$ cat src/design/ttkp_pkg.sv
// Shared definitions for the temporal text key parser: key ranks, grammar
// characters, the snapshot record passed to the key stage and the fraction scale.
// No dependencies.
`default_nettype none

package ttkp_pkg;

  typedef enum logic [1:0] {
    RANK_UNPARSED  = 2'd0,
    RANK_ZERO_DATE = 2'd1,
    RANK_PARSED    = 2'd2
  } key_rank_e;

  localparam logic [7:0] CH_ZERO  = 8'h30;
  localparam logic [7:0] CH_NINE  = 8'h39;
  localparam logic [7:0] CH_DASH  = 8'h2D;
  localparam logic [7:0] CH_PLUS  = 8'h2B;
  localparam logic [7:0] CH_COLON = 8'h3A;
  localparam logic [7:0] CH_DOT   = 8'h2E;
  localparam logic [7:0] CH_SPACE = 8'h20;
  localparam logic [7:0] CH_UP_T  = 8'h54;
  localparam logic [7:0] CH_LO_T  = 8'h74;
  localparam logic [7:0] CH_UP_Z  = 8'h5A;
  localparam logic [7:0] CH_LO_Z  = 8'h7A;

  localparam logic [3:0]  PREFIX_LEN  = 4'd10;
  localparam logic [3:0]  PREFIX_FAIL = 4'd15;
  localparam logic [13:0] LEAD_MAX    = 14'd16383;
  localparam logic [3:0]  HEAD_MAX    = 4'd10;

  // Everything the key stage needs from the parser, apart from the fraction.
  typedef struct packed {
    key_rank_e   rank;
    logic        is_date;
    logic        negate;
    logic [13:0] lead;
    logic [6:0]  month;
    logic [6:0]  day;
    logic [6:0]  hour;
    logic [6:0]  minute;
    logic [6:0]  second;
  } key_fields_t;

  // Character expected at each position of the zero-date text 0000-00-00.
  function automatic logic [7:0] zero_date_char(input logic [3:0] idx);
    logic [7:0] ch;
    case (idx)
      4'd4, 4'd7: ch = CH_DASH;
      default:    ch = CH_ZERO;
    endcase
    return ch;
  endfunction

  // Factor that turns a fraction of the given digit count into nanoseconds.
  function automatic logic [26:0] ns_scale(input logic [3:0] digits);
    logic [26:0] s;
    case (digits)
      4'd1:    s = 27'd100000000;
      4'd2:    s = 27'd10000000;
      4'd3:    s = 27'd1000000;
      4'd4:    s = 27'd100000;
      4'd5:    s = 27'd10000;
      4'd6:    s = 27'd1000;
      4'd7:    s = 27'd100;
      4'd8:    s = 27'd10;
      4'd9:    s = 27'd1;
      default: s = 27'd0;
    endcase
    return s;
  endfunction

endpackage

`default_nettype wire

$ cat src/design/temporal_text_key_parser_top.sv
// Temporal text key parser: character-serial grammar check and key build.
// Depends on ttkp_pkg.
`default_nettype none

// The block takes at most one character of a date, date-time or signed time text
// per transaction and, on the transaction that ends the text, produces one sort
// key (rank, yyyymmdd date code, seconds, nanoseconds). It accepts one character
// in every cycle unless the input is held off: the parser state is updated on each
// accepted transaction, the final state is caught in a snapshot register at the
// edge that accepts the end-of-text transaction and the key stage (constant
// multiplies and one fraction-scale multiplier) fills the output register from
// the snapshot when the output is free to advance. A new text may start right
// after the previous one ends; while the output is stalled and the snapshot
// register is full, the input is held off for every transaction.
module temporal_text_key_parser_top import ttkp_pkg::*; #(
  parameter int unsigned MAX_FRACTION_DIGITS = 9
) (
  input  wire                clk_i,
  input  wire                rst_ni,
  input  wire                in_valid_i,
  output logic               in_ready_o,
  input  wire  [7:0]         text_char_i,
  input  wire                has_char_i,
  input  wire                end_of_text_i,
  output logic               out_valid_o,
  input  wire                out_ready_i,
  output logic [1:0]         key_rank_o,
  output logic [26:0]        date_code_o,
  output logic signed [22:0] seconds_o,
  output logic signed [30:0] nanoseconds_o
);

  localparam int unsigned FracW = $clog2(10 ** MAX_FRACTION_DIGITS);
  localparam int unsigned FdW   = $clog2(MAX_FRACTION_DIGITS + 1);

  localparam logic [4:0] PH_START       = 5'd0;
  localparam logic [4:0] PH_HEAD        = 5'd1;
  localparam logic [4:0] PH_MON0        = 5'd2;
  localparam logic [4:0] PH_MON1        = 5'd3;
  localparam logic [4:0] PH_DASH        = 5'd4;
  localparam logic [4:0] PH_DAY0        = 5'd5;
  localparam logic [4:0] PH_DAY1        = 5'd6;
  localparam logic [4:0] PH_AFTER_DATE  = 5'd7;
  localparam logic [4:0] PH_HOUR0       = 5'd8;
  localparam logic [4:0] PH_HOUR1       = 5'd9;
  localparam logic [4:0] PH_COLON_HM    = 5'd10;
  localparam logic [4:0] PH_MIN0        = 5'd11;
  localparam logic [4:0] PH_MIN1        = 5'd12;
  localparam logic [4:0] PH_COLON_MS    = 5'd13;
  localparam logic [4:0] PH_SEC0        = 5'd14;
  localparam logic [4:0] PH_SEC1        = 5'd15;
  localparam logic [4:0] PH_AFTER_SEC   = 5'd16;
  localparam logic [4:0] PH_FRAC        = 5'd17;
  localparam logic [4:0] PH_TZ_END      = 5'd18;
  localparam logic [4:0] PH_OFF_H0      = 5'd19;
  localparam logic [4:0] PH_OFF_H1      = 5'd20;
  localparam logic [4:0] PH_OFF_AFTER_H = 5'd21;
  localparam logic [4:0] PH_OFF_M0      = 5'd22;
  localparam logic [4:0] PH_OFF_M1      = 5'd23;

  function automatic logic [6:0] acc_dec7(input logic [6:0] v, input logic [3:0] d);
    logic [10:0] t;
    t = {4'd0, v} * 11'd10 + {7'd0, d};
    return t[6:0];
  endfunction

  // Parser state.
  logic [4:0]       phase_q, phase_d;
  logic [3:0]       dcount_q, dcount_d;
  logic [13:0]      lead_q, lead_d;
  logic             neg_q, neg_d;
  logic [6:0]       month_q, month_d;
  logic [6:0]       day_q, day_d;
  logic [6:0]       hour_q, hour_d;
  logic [6:0]       minute_q, minute_d;
  logic [6:0]       second_q, second_d;
  logic [FracW-1:0] frac_q, frac_d;
  logic [FdW-1:0]   fdig_q, fdig_d;
  logic [3:0]       zmatch_q, zmatch_d;
  logic             offnz_q, offnz_d;
  logic             rej_q, rej_d;

  // Snapshot and output stages.
  logic             snap_valid_q;
  key_fields_t      snap_q, snap_d;
  logic [FracW-1:0] snap_frac_q;
  logic [FdW-1:0]   snap_fdig_q;
  logic             out_valid_q;

  logic             accept, out_adv, snap_free;
  logic [7:0]       ch;
  logic             dig;
  logic [3:0]       dval;
  logic [17:0]      lead_mul;
  logic [FracW+3:0] frac_mul;
  logic             ok;

  assign out_adv    = !out_valid_q || out_ready_i;
  assign snap_free  = !snap_valid_q || out_adv;
  assign in_ready_o = snap_free;
  assign accept     = in_valid_i && in_ready_o;

  assign ch       = text_char_i;
  assign dig      = (ch >= CH_ZERO) && (ch <= CH_NINE);
  assign dval     = dig ? ch[3:0] : 4'd0;
  assign lead_mul = {4'd0, lead_q} * 18'd10 + {14'd0, dval};
  assign frac_mul = {4'd0, frac_q} * (FracW+4)'(10) + (FracW+4)'(dval);

  always_comb begin
    phase_d  = phase_q;
    dcount_d = dcount_q;
    lead_d   = lead_q;
    neg_d    = neg_q;
    month_d  = month_q;
    day_d    = day_q;
    hour_d   = hour_q;
    minute_d = minute_q;
    second_d = second_q;
    frac_d   = frac_q;
    fdig_d   = fdig_q;
    zmatch_d = zmatch_q;
    offnz_d  = offnz_q;
    rej_d    = rej_q;

    if (has_char_i) begin
      if (zmatch_q < PREFIX_LEN) begin
        zmatch_d = (ch == zero_date_char(zmatch_q)) ? zmatch_q + 4'd1 : PREFIX_FAIL;
      end
      // A rejected text only keeps feeding the zero-date prefix test.
      if (!rej_q) begin
        unique case (phase_q)
          PH_START: begin
            if (ch == CH_DASH) begin
              neg_d   = 1'b1;
              phase_d = PH_HEAD;
            end else if (dig) begin
              dcount_d = 4'd1;
              lead_d   = {10'd0, dval};
              phase_d  = PH_HEAD;
            end else begin
              rej_d = 1'b1;
            end
          end
          PH_HEAD: begin
            if (dig) begin
              if (dcount_q >= HEAD_MAX) begin
                rej_d = 1'b1;
              end else begin
                dcount_d = dcount_q + 4'd1;
                lead_d   = (lead_mul > {4'd0, LEAD_MAX}) ? LEAD_MAX : lead_mul[13:0];
              end
            end else if (ch == CH_DASH && !neg_q && dcount_q == 4'd4) begin
              phase_d = PH_MON0;
            end else if (ch == CH_COLON && dcount_q >= 4'd1 && dcount_q <= 4'd3) begin
              phase_d = PH_MIN0;
            end else begin
              rej_d = 1'b1;
            end
          end
          PH_MON0, PH_MON1: begin
            if (!dig) begin
              rej_d = 1'b1;
            end else begin
              month_d = acc_dec7(month_q, dval);
              phase_d = (phase_q == PH_MON0) ? PH_MON1 : PH_DASH;
            end
          end
          PH_DASH: begin
            if (ch == CH_DASH) phase_d = PH_DAY0;
            else rej_d = 1'b1;
          end
          PH_DAY0, PH_DAY1: begin
            if (!dig) begin
              rej_d = 1'b1;
            end else begin
              day_d = acc_dec7(day_q, dval);
              if (phase_q == PH_DAY0) begin
                phase_d = PH_DAY1;
              end else begin
                if (month_q < 7'd1 || month_q > 7'd12 || day_d < 7'd1 || day_d > 7'd31) begin
                  rej_d = 1'b1;
                end
                phase_d = PH_AFTER_DATE;
              end
            end
          end
          PH_AFTER_DATE: begin
            if (ch == CH_SPACE || ch == CH_UP_T || ch == CH_LO_T) phase_d = PH_HOUR0;
            else rej_d = 1'b1;
          end
          PH_HOUR0, PH_HOUR1: begin
            if (!dig) begin
              rej_d = 1'b1;
            end else begin
              hour_d  = acc_dec7(hour_q, dval);
              phase_d = (phase_q == PH_HOUR0) ? PH_HOUR1 : PH_COLON_HM;
            end
          end
          PH_COLON_HM: begin
            if (ch == CH_COLON) phase_d = PH_MIN0;
            else rej_d = 1'b1;
          end
          PH_MIN0, PH_MIN1: begin
            if (!dig) begin
              rej_d = 1'b1;
            end else begin
              minute_d = acc_dec7(minute_q, dval);
              phase_d  = (phase_q == PH_MIN0) ? PH_MIN1 : PH_COLON_MS;
            end
          end
          PH_COLON_MS: begin
            if (ch == CH_COLON) phase_d = PH_SEC0;
            else rej_d = 1'b1;
          end
          PH_SEC0, PH_SEC1: begin
            if (!dig) begin
              rej_d = 1'b1;
            end else begin
              second_d = acc_dec7(second_q, dval);
              if (phase_q == PH_SEC0) begin
                phase_d = PH_SEC1;
              end else begin
                // A date-time limits the hour; a bare time limits the hour count.
                if (month_q != 7'd0) begin
                  if (hour_q > 7'd23) rej_d = 1'b1;
                end else if (lead_q > 14'd838) begin
                  rej_d = 1'b1;
                end
                if (minute_q > 7'd59 || second_d > 7'd60) rej_d = 1'b1;
                phase_d = PH_AFTER_SEC;
              end
            end
          end
          PH_AFTER_SEC: begin
            if (ch == CH_DOT) phase_d = PH_FRAC;
            else if (ch == CH_UP_Z || ch == CH_LO_Z) phase_d = PH_TZ_END;
            else if (ch == CH_PLUS || ch == CH_DASH) phase_d = PH_OFF_H0;
            else rej_d = 1'b1;
          end
          PH_FRAC: begin
            if (dig) begin
              if (fdig_q >= FdW'(MAX_FRACTION_DIGITS)) begin
                rej_d = 1'b1;
              end else begin
                frac_d = frac_mul[FracW-1:0];
                fdig_d = FdW'(fdig_q + 1'b1);
              end
            end else if (fdig_q == '0) begin
              rej_d = 1'b1;
            end else if (ch == CH_UP_Z || ch == CH_LO_Z) begin
              phase_d = PH_TZ_END;
            end else if (ch == CH_PLUS || ch == CH_DASH) begin
              phase_d = PH_OFF_H0;
            end else begin
              rej_d = 1'b1;
            end
          end
          PH_OFF_H0, PH_OFF_H1, PH_OFF_M0, PH_OFF_M1: begin
            if (!dig) begin
              rej_d = 1'b1;
            end else begin
              if (dval != 4'd0) offnz_d = 1'b1;
              if (phase_q == PH_OFF_H0)      phase_d = PH_OFF_H1;
              else if (phase_q == PH_OFF_H1) phase_d = PH_OFF_AFTER_H;
              else if (phase_q == PH_OFF_M0) phase_d = PH_OFF_M1;
              else                           phase_d = PH_TZ_END;
            end
          end
          PH_OFF_AFTER_H: begin
            if (ch == CH_COLON) begin
              phase_d = PH_OFF_M0;
            end else if (dig) begin
              if (dval != 4'd0) offnz_d = 1'b1;
              phase_d = PH_OFF_M1;
            end else begin
              rej_d = 1'b1;
            end
          end
          default: rej_d = 1'b1;
        endcase
      end
    end
  end

  // Classification of the text as it stands after this transaction.
  always_comb begin
    ok = !rej_d && !offnz_d &&
         (phase_d == PH_AFTER_DATE || phase_d == PH_AFTER_SEC || phase_d == PH_TZ_END ||
          phase_d == PH_OFF_AFTER_H || (phase_d == PH_FRAC && fdig_d != '0));
    snap_d.rank    = (zmatch_d == PREFIX_LEN) ? RANK_ZERO_DATE :
                     ok ? RANK_PARSED : RANK_UNPARSED;
    snap_d.is_date = (month_d != 7'd0);
    snap_d.negate  = neg_d && (month_d == 7'd0);
    snap_d.lead    = lead_d;
    snap_d.month   = month_d;
    snap_d.day     = day_d;
    snap_d.hour    = hour_d;
    snap_d.minute  = minute_d;
    snap_d.second  = second_d;
  end

  always_ff @(posedge clk_i or negedge rst_ni) begin
    if (!rst_ni) begin
      phase_q  <= PH_START;
      dcount_q <= '0;
      lead_q   <= '0;
      neg_q    <= 1'b0;
      month_q  <= '0;
      day_q    <= '0;
      hour_q   <= '0;
      minute_q <= '0;
      second_q <= '0;
      frac_q   <= '0;
      fdig_q   <= '0;
      zmatch_q <= '0;
      offnz_q  <= 1'b0;
      rej_q    <= 1'b0;
    end else if (accept && end_of_text_i) begin
      phase_q  <= PH_START;
      dcount_q <= '0;
      lead_q   <= '0;
      neg_q    <= 1'b0;
      month_q  <= '0;
      day_q    <= '0;
      hour_q   <= '0;
      minute_q <= '0;
      second_q <= '0;
      frac_q   <= '0;
      fdig_q   <= '0;
      zmatch_q <= '0;
      offnz_q  <= 1'b0;
      rej_q    <= 1'b0;
    end else if (accept) begin
      phase_q  <= phase_d;
      dcount_q <= dcount_d;
      lead_q   <= lead_d;
      neg_q    <= neg_d;
      month_q  <= month_d;
      day_q    <= day_d;
      hour_q   <= hour_d;
      minute_q <= minute_d;
      second_q <= second_d;
      frac_q   <= frac_d;
      fdig_q   <= fdig_d;
      zmatch_q <= zmatch_d;
      offnz_q  <= offnz_d;
      rej_q    <= rej_d;
    end
  end

  always_ff @(posedge clk_i or negedge rst_ni) begin
    if (!rst_ni) begin
      snap_valid_q <= 1'b0;
    end else if (accept && end_of_text_i) begin
      snap_valid_q <= 1'b1;
    end else if (out_adv) begin
      snap_valid_q <= 1'b0;
    end
  end

  always_ff @(posedge clk_i) begin
    if (accept && end_of_text_i) begin
      snap_q      <= snap_d;
      snap_frac_q <= frac_d;
      snap_fdig_q <= fdig_d;
    end
  end

  // Key stage.
  logic [13:0]         hours_sel;
  logic [25:0]         secs_sum;
  logic [27:0]         date_sum;
  logic [FracW+26:0]   ns_prod;
  logic [22:0]         secs_mag;
  logic [30:0]         ns_mag;
  logic                parsed;
  logic [1:0]          rank_d;
  logic [26:0]         date_d;
  logic [22:0]         secs_d;
  logic [30:0]         ns_d;

  always_comb begin
    parsed    = (snap_q.rank == RANK_PARSED);
    hours_sel = snap_q.is_date ? {7'd0, snap_q.hour} : snap_q.lead;
    secs_sum  = {12'd0, hours_sel} * 26'd3600 + {19'd0, snap_q.minute} * 26'd60 +
                {19'd0, snap_q.second};
    date_sum  = {14'd0, snap_q.lead} * 28'd10000 + {21'd0, snap_q.month} * 28'd100 +
                {21'd0, snap_q.day};
    ns_prod   = {27'd0, snap_frac_q} * {{FracW{1'b0}}, ns_scale(4'(snap_fdig_q))};
    secs_mag  = secs_sum[22:0];
    ns_mag    = ns_prod[30:0];
    rank_d    = snap_q.rank;
    date_d    = '0;
    secs_d    = '0;
    ns_d      = '0;
    if (parsed) begin
      if (snap_q.is_date) date_d = date_sum[26:0];
      secs_d = snap_q.negate ? 23'd0 - secs_mag : secs_mag;
      ns_d   = snap_q.negate ? 31'd0 - ns_mag : ns_mag;
    end
  end

  always_ff @(posedge clk_i or negedge rst_ni) begin
    if (!rst_ni) begin
      out_valid_q <= 1'b0;
    end else if (out_adv) begin
      out_valid_q <= snap_valid_q;
    end
  end

  always_ff @(posedge clk_i) begin
    if (out_adv && snap_valid_q) begin
      key_rank_o    <= rank_d;
      date_code_o   <= date_d;
      seconds_o     <= secs_d;
      nanoseconds_o <= ns_d;
    end
  end

  assign out_valid_o = out_valid_q;

endmodule

`default_nettype wire
$ cat config.mk
export PLATFORM = sky130hd
export DESIGN_NAME = temporal_text_key_parser_top
export DESIGN_NICKNAME = d
export VERILOG_FILES = /design/src/design/ttkp_pkg.sv /design/src/design/temporal_text_key_parser_top.sv
export SDC_FILE = /design/constraint.sdc
export NUM_CORES = 2
export LEC_CHECK = 0
export BUFFER_PORTS_ARGS = -buffer_cell sky130_fd_sc_hd__buf_2
export CORE_UTILIZATION = 47
export DETAILED_ROUTE_END_ITERATION = 6
export PLACE_DENSITY = 0.73
export SYNTH_ARGS = -nofsm -noshare
export SYNTH_HDL_FRONTEND = slang
export SYNTH_SLANG_ARGS = --single-unit
$ cat constraint.sdc
create_clock -name clk_i -period 13.1 [get_ports clk_i]
set_input_delay 2.62 -clock clk_i [delete_from_list [all_inputs] [get_ports clk_i]]
set_output_delay 2.62 -clock clk_i [all_outputs]
set_load 0.02 [all_outputs]
==> Implementation_results.wiki <==
{| class="wikitable"
! Metric !! Value
|-
| Run status || finished, violations left
|-
| Violations in the final reports || DRC
|-
| Violation count after the first detailed-routing iteration || 2266
|-
| Terminating pin of the worst hold path || frac_q[29]$_DFFE_PN0N_
|-
| Basic-gate share of the synthesized area counting and, or, nand and nor cells || 15.3%
|-
| Comb pwr share || 62.0%
|-
| Portion of synthesized cell area occupied by the leading cell type || 22.0%
|-
| # IOs || 99
|-
| Die Wd || 292 µm
|-
| GPL Wtd Cong || 0.901
|-
| Cells resized by post-CTS repair || 0
|-
| Detailed-placement wirelength estimate || 73.1 mm
|-
| Startpoint class of the critical path || flip-flop
|-
| Number of nets with antenna violations after detailed routing || 0
|-
| Worst EP arrival || 8.43 ns
|-
| Worst EP required || 13.39 ns
|-
| Worst hold path startpoint || frac_q[29]$_DFFE_PN0N_
|-
| Parity-gate share of the synthesized area counting xor and xnor cells || 6.41%
|-
| Cell count along the critical path || 25
|-
| Post-Route WL || 92.3 mm
|-
| Worst path max stage delay || 0.90 ns
|-
| Part of the power in registers || 20.5%
|-
| Pwr dens || 130 nW/µm²
|-
| Async SR Flop Fraction || 34.7%
|-
| Most prevalent standard cell on the critical path || fa_1
|-
| Most used flip-flop cell after synthesis || edfxtp_1
|-
| Summed instance area of the synthesized netlist || 39600 µm²
|-
| Starting density of the core || 47.4%
|-
| Number of endpoints failing setup at the final stage || 0
|-
| Dominant combinational cell family by area after synthesis || adder cells
|-
| # nets final || 5273
|-
| Seq/Total Area, Yosys || 20.3%
|-
| Final critical-path share of the clock period || 62.2%
|-
| Worst hold-check path type || flip-flop to flip-flop
|-
| Total core area || 83600 µm²
|-
| Proportion of layout cells with a drive suffix above 1 || 5.54%
|-
| CP max stage cell || dfxtp_1
|-
| Clock tree root driver cell || clkbuf_16
|-
| Buffers from clock root to sink, at most || 3
|-
| Number of cells traversed by the worst register-to-register path || 25
|-
| Synth area leaders || fa_1 22%, ha_1 14%, edfxtp_1 13%
|-
| Vert. Die Dim || 292 µm
|-
| Remaining global-route overflow || 0
|-
| Post-Syn Area per Cell || 9.03 µm²
|-
| Die outline area || 85400 µm²
|-
| Number of max-cap violations || 0
|-
| Clock network fraction of design power || 17.5%
|-
| Ranking of synthesized cells by instance count || 747 x inv_1, 460 x nand2_1, 443 x ha_1
|-
| Synthesized instance count || 4386
|-
| Number of clock buffers inserted by TritonCTS || 35
|-
| Most repeated cell in the gate-level netlist after synthesis || inv_1
|-
| Leak Pwr || 20.2 nW
|-
| Shortest clock period the worst path allows after layout || 8.14 ns
|-
| Number of warning messages in the yosys log || 0
|-
| Clock H-tree levels || 2
|-
| Number of buffers inserted by port buffering || 98
|-
| Worst clock skew on the final layout || 0.0200 ns
|-
| Row cnt || 106
|-
| Critical path buffers and inverters || 4
|-
| Cell Int Power || 2.94 mW
|-
| Power, Total || 5.46 mW
|-
| Iteration count of the initial detailed-routing pass || 7
|-
| Family with the most delay on the worst path || adder cells
|-
| Routed vias || 30100
|-
| Average wire per cell in the routed design || 16.8 µm
|-
| Max Freq || 0.123 GHz
|-
| Synthesis-stage register bit count || 291
|-
| Vias in the first global route || 30100
|-
| Peak VDD IR || 0.000153 V
|-
| Post-synth top area cell || fa_1
|-
| Setup fix buffers added after clock tree synthesis || 0
|-
| Count of inserted antenna diode cells || 0
|-
| Filler cells || 7573
|-
| Setup TNS || 0 ns
|-
| Global-route wire length before repair || 154 mm
|-
| Post-synth EDFFs || 170
|-
| Worst Hold Depth || 1
|-
| RSZ-0062 raised after global routing || false
|-
| Clock tree from TritonCTS || done
|-
| Maximum fanout encountered on the critical timing path || 18
|-
| Number of unique standard cell types used by synthesis || 90
|-
| Clock tree sinks || 291
|-
| Post-synthesis share of cell area spent on full adders, half adders and majority gates || 36.0%
|-
| Switching power || 2.52 mW
|-
| Transition time at the pin with the least slew margin || 1.26 ns
|-
| R2R Setup Slk || 4.96 ns
|-
| Final-report hold violation count || 0
|-
| Maximum number of pins on one net before global-route repair || 72
|-
| Kind of end point of the critical path || flip-flop
|-
| Portion of netlist area occupied by mux cells || 1.10%
|-
| Number of antenna violations at the first check in global routing || 2
|-
| Combined global-route utilization of all metal layers || 22.0%
|-
| Number of buffers added to fix hold violations after cts || 0
|-
| Compound-gate portion of the synthesized area || 12.2%
|-
| Synthesized netlist net count || 5278
|-
| # DRC || 1
|-
| Worst slew margin || 15.2%
|-
| Clock network latency to the later pin of the worst-skew pair || 0.56 ns
|-
| Sw Ratio || 46.1%
|-
| Capture point of the worst reg-to-reg path || nanoseconds_o[27]$_SDFFCE_PP0P_
|-
| WS Path Type || flip-flop to flip-flop
|-
| Area growth from synthesis to layout || 6.43%
|-
| Final Max Slew Viols || 0
|-
| Clk pin slew, worst setup/hold paths || 0.07 ns
|-
| Via/cell ratio || 5.49
|}
how the worst max path moves through the flow:
stage	endpoint	slack (ns)	from
global placement	nanoseconds_o[27]$_SDFFCE_PP0P_	5.05	flip-flop
floorplan	nanoseconds_o[27]$_SDFFCE_PP0P_	5.57	snap_frac_q[4]$_DFFE_PP_
global route	nanoseconds_o[27]$_SDFFCE_PP0P_	4.30	flip-flop
finish	nanoseconds_o[27]$_SDFFCE_PP0P_	4.96	flip-flop
detailed placement	nanoseconds_o[27]$_SDFFCE_PP0P_	4.95	flip-flop
CTS	nanoseconds_o[27]$_SDFFCE_PP0P_	4.96	flip-flop
worst register-to-register path, stage by stage, from the launching register on:
cell       delay [ns]
dfxtp_1          0.90
nand2_1          0.26
xor2_1           0.23
ha_1             0.18
o21bai_1         0.17
fa_1             0.53
inv_1            0.05
fa_1             0.51
fa_1             0.52
inv_1            0.05
ha_1             0.31
fa_1             0.53
inv_1            0.05
fa_1             0.52
inv_1            0.04
ha_1             0.47
a21oi_1          0.24
nand3_1          0.14
a2111oi_0        0.60
nor2_1           0.13
xnor2_1          0.26
nand3_1          0.20
or4_4            0.58
o31ai_4          0.19
xor2_1           0.16
nor2_1           0.05
area by class of cell:
cell class | count | area [µm²] | area share [%]
multi-input combinational | 3181 | 28100 | 66.8
sequential | 291 | 8030 | 19.1
inverter | 749 | 2810 | 6.68
tap | 1080 | 1350 | 3.21
clock buffer | 43 | 957 | 2.27
timing repair buffer | 123 | 681 | 1.62
clock inverter | 21 | 158 | 0.374
placed cells by master, fill, tap and decap left out, drive strengths merged, types with 71 or more instances in the layout:
cell	instances
inv	751
ha	443
nor2	241
nand2	460
a21oi	180
nor3	71
dfrtp	101
edfxtp	170
xnor2	189
and2	188
buf	123
xor2	98
o21ai	158
fa	435
logic make-up (layout without fill, tap and decap cells):
| logic type | count (synthesis) | in the layout |
|---|---|---|
| AND/OR/NAND/NOR | 1248 | 1248 |
| buffers and inverters | 914 | 936 |
| adder cells (fa/ha/maj) | 878 | 878 |
| AO/OA/AOI/OAI | 727 | 727 |
| flip-flops | 291 | 291 |
| XOR/XNOR | 288 | 288 |
| multiplexers | 40 | 40 |
per-layer routing:
metal,vias to the layer above,share of wire [%],track usage [%]
met3,122,6.8,3.52
met2,902,45,34.9
met4,2,1.8,4.88
met5,-,0.0087,0
met1,14600,47,31.7
li1,14500,-,-
power by group through the flow:
stage	sequential [mW]	combinational [mW]	clock, mW
final	1.12	3.38	0.955
after global routing	1.13	3.87	1.01
after CTS	1.12	3.40	0.978
after detailed placement	1.14	3.38	0
after global placement	1.14	3.34	0
after floorplan	1.14	2.65	0
stage by stage:
step	hold slack [ns]	instances	utilization (%)	area, µm²	worst slack (ns)
4_1_cts	0.511	5488	50.4	42100	4.96
2_1_floorplan	0.441	4386	-	39600	5.57
5_1_grt	0.537	5488	50.4	42100	4.30
3_3_place_gp	0.486	5424	49.1	41000	5.05
6_report	0.505	5488	50.4	42100	4.96
3_5_place_dp	0.491	5424	49.1	41000	4.95
flip-flops by register name, indices dropped and copies added, names as in the netlist, 5 cells and up, named ones only:
signal         flops
phase_q            5
day_q              7
lead_q            14
seconds_o         23
month_q            7
snap_frac_q       30
nanoseconds_o     31
hour_q             7
minute_q           7
snap_q            51
second_q           7
frac_q            30
date_code_o       27
Power figures use the tool's default switching activity.
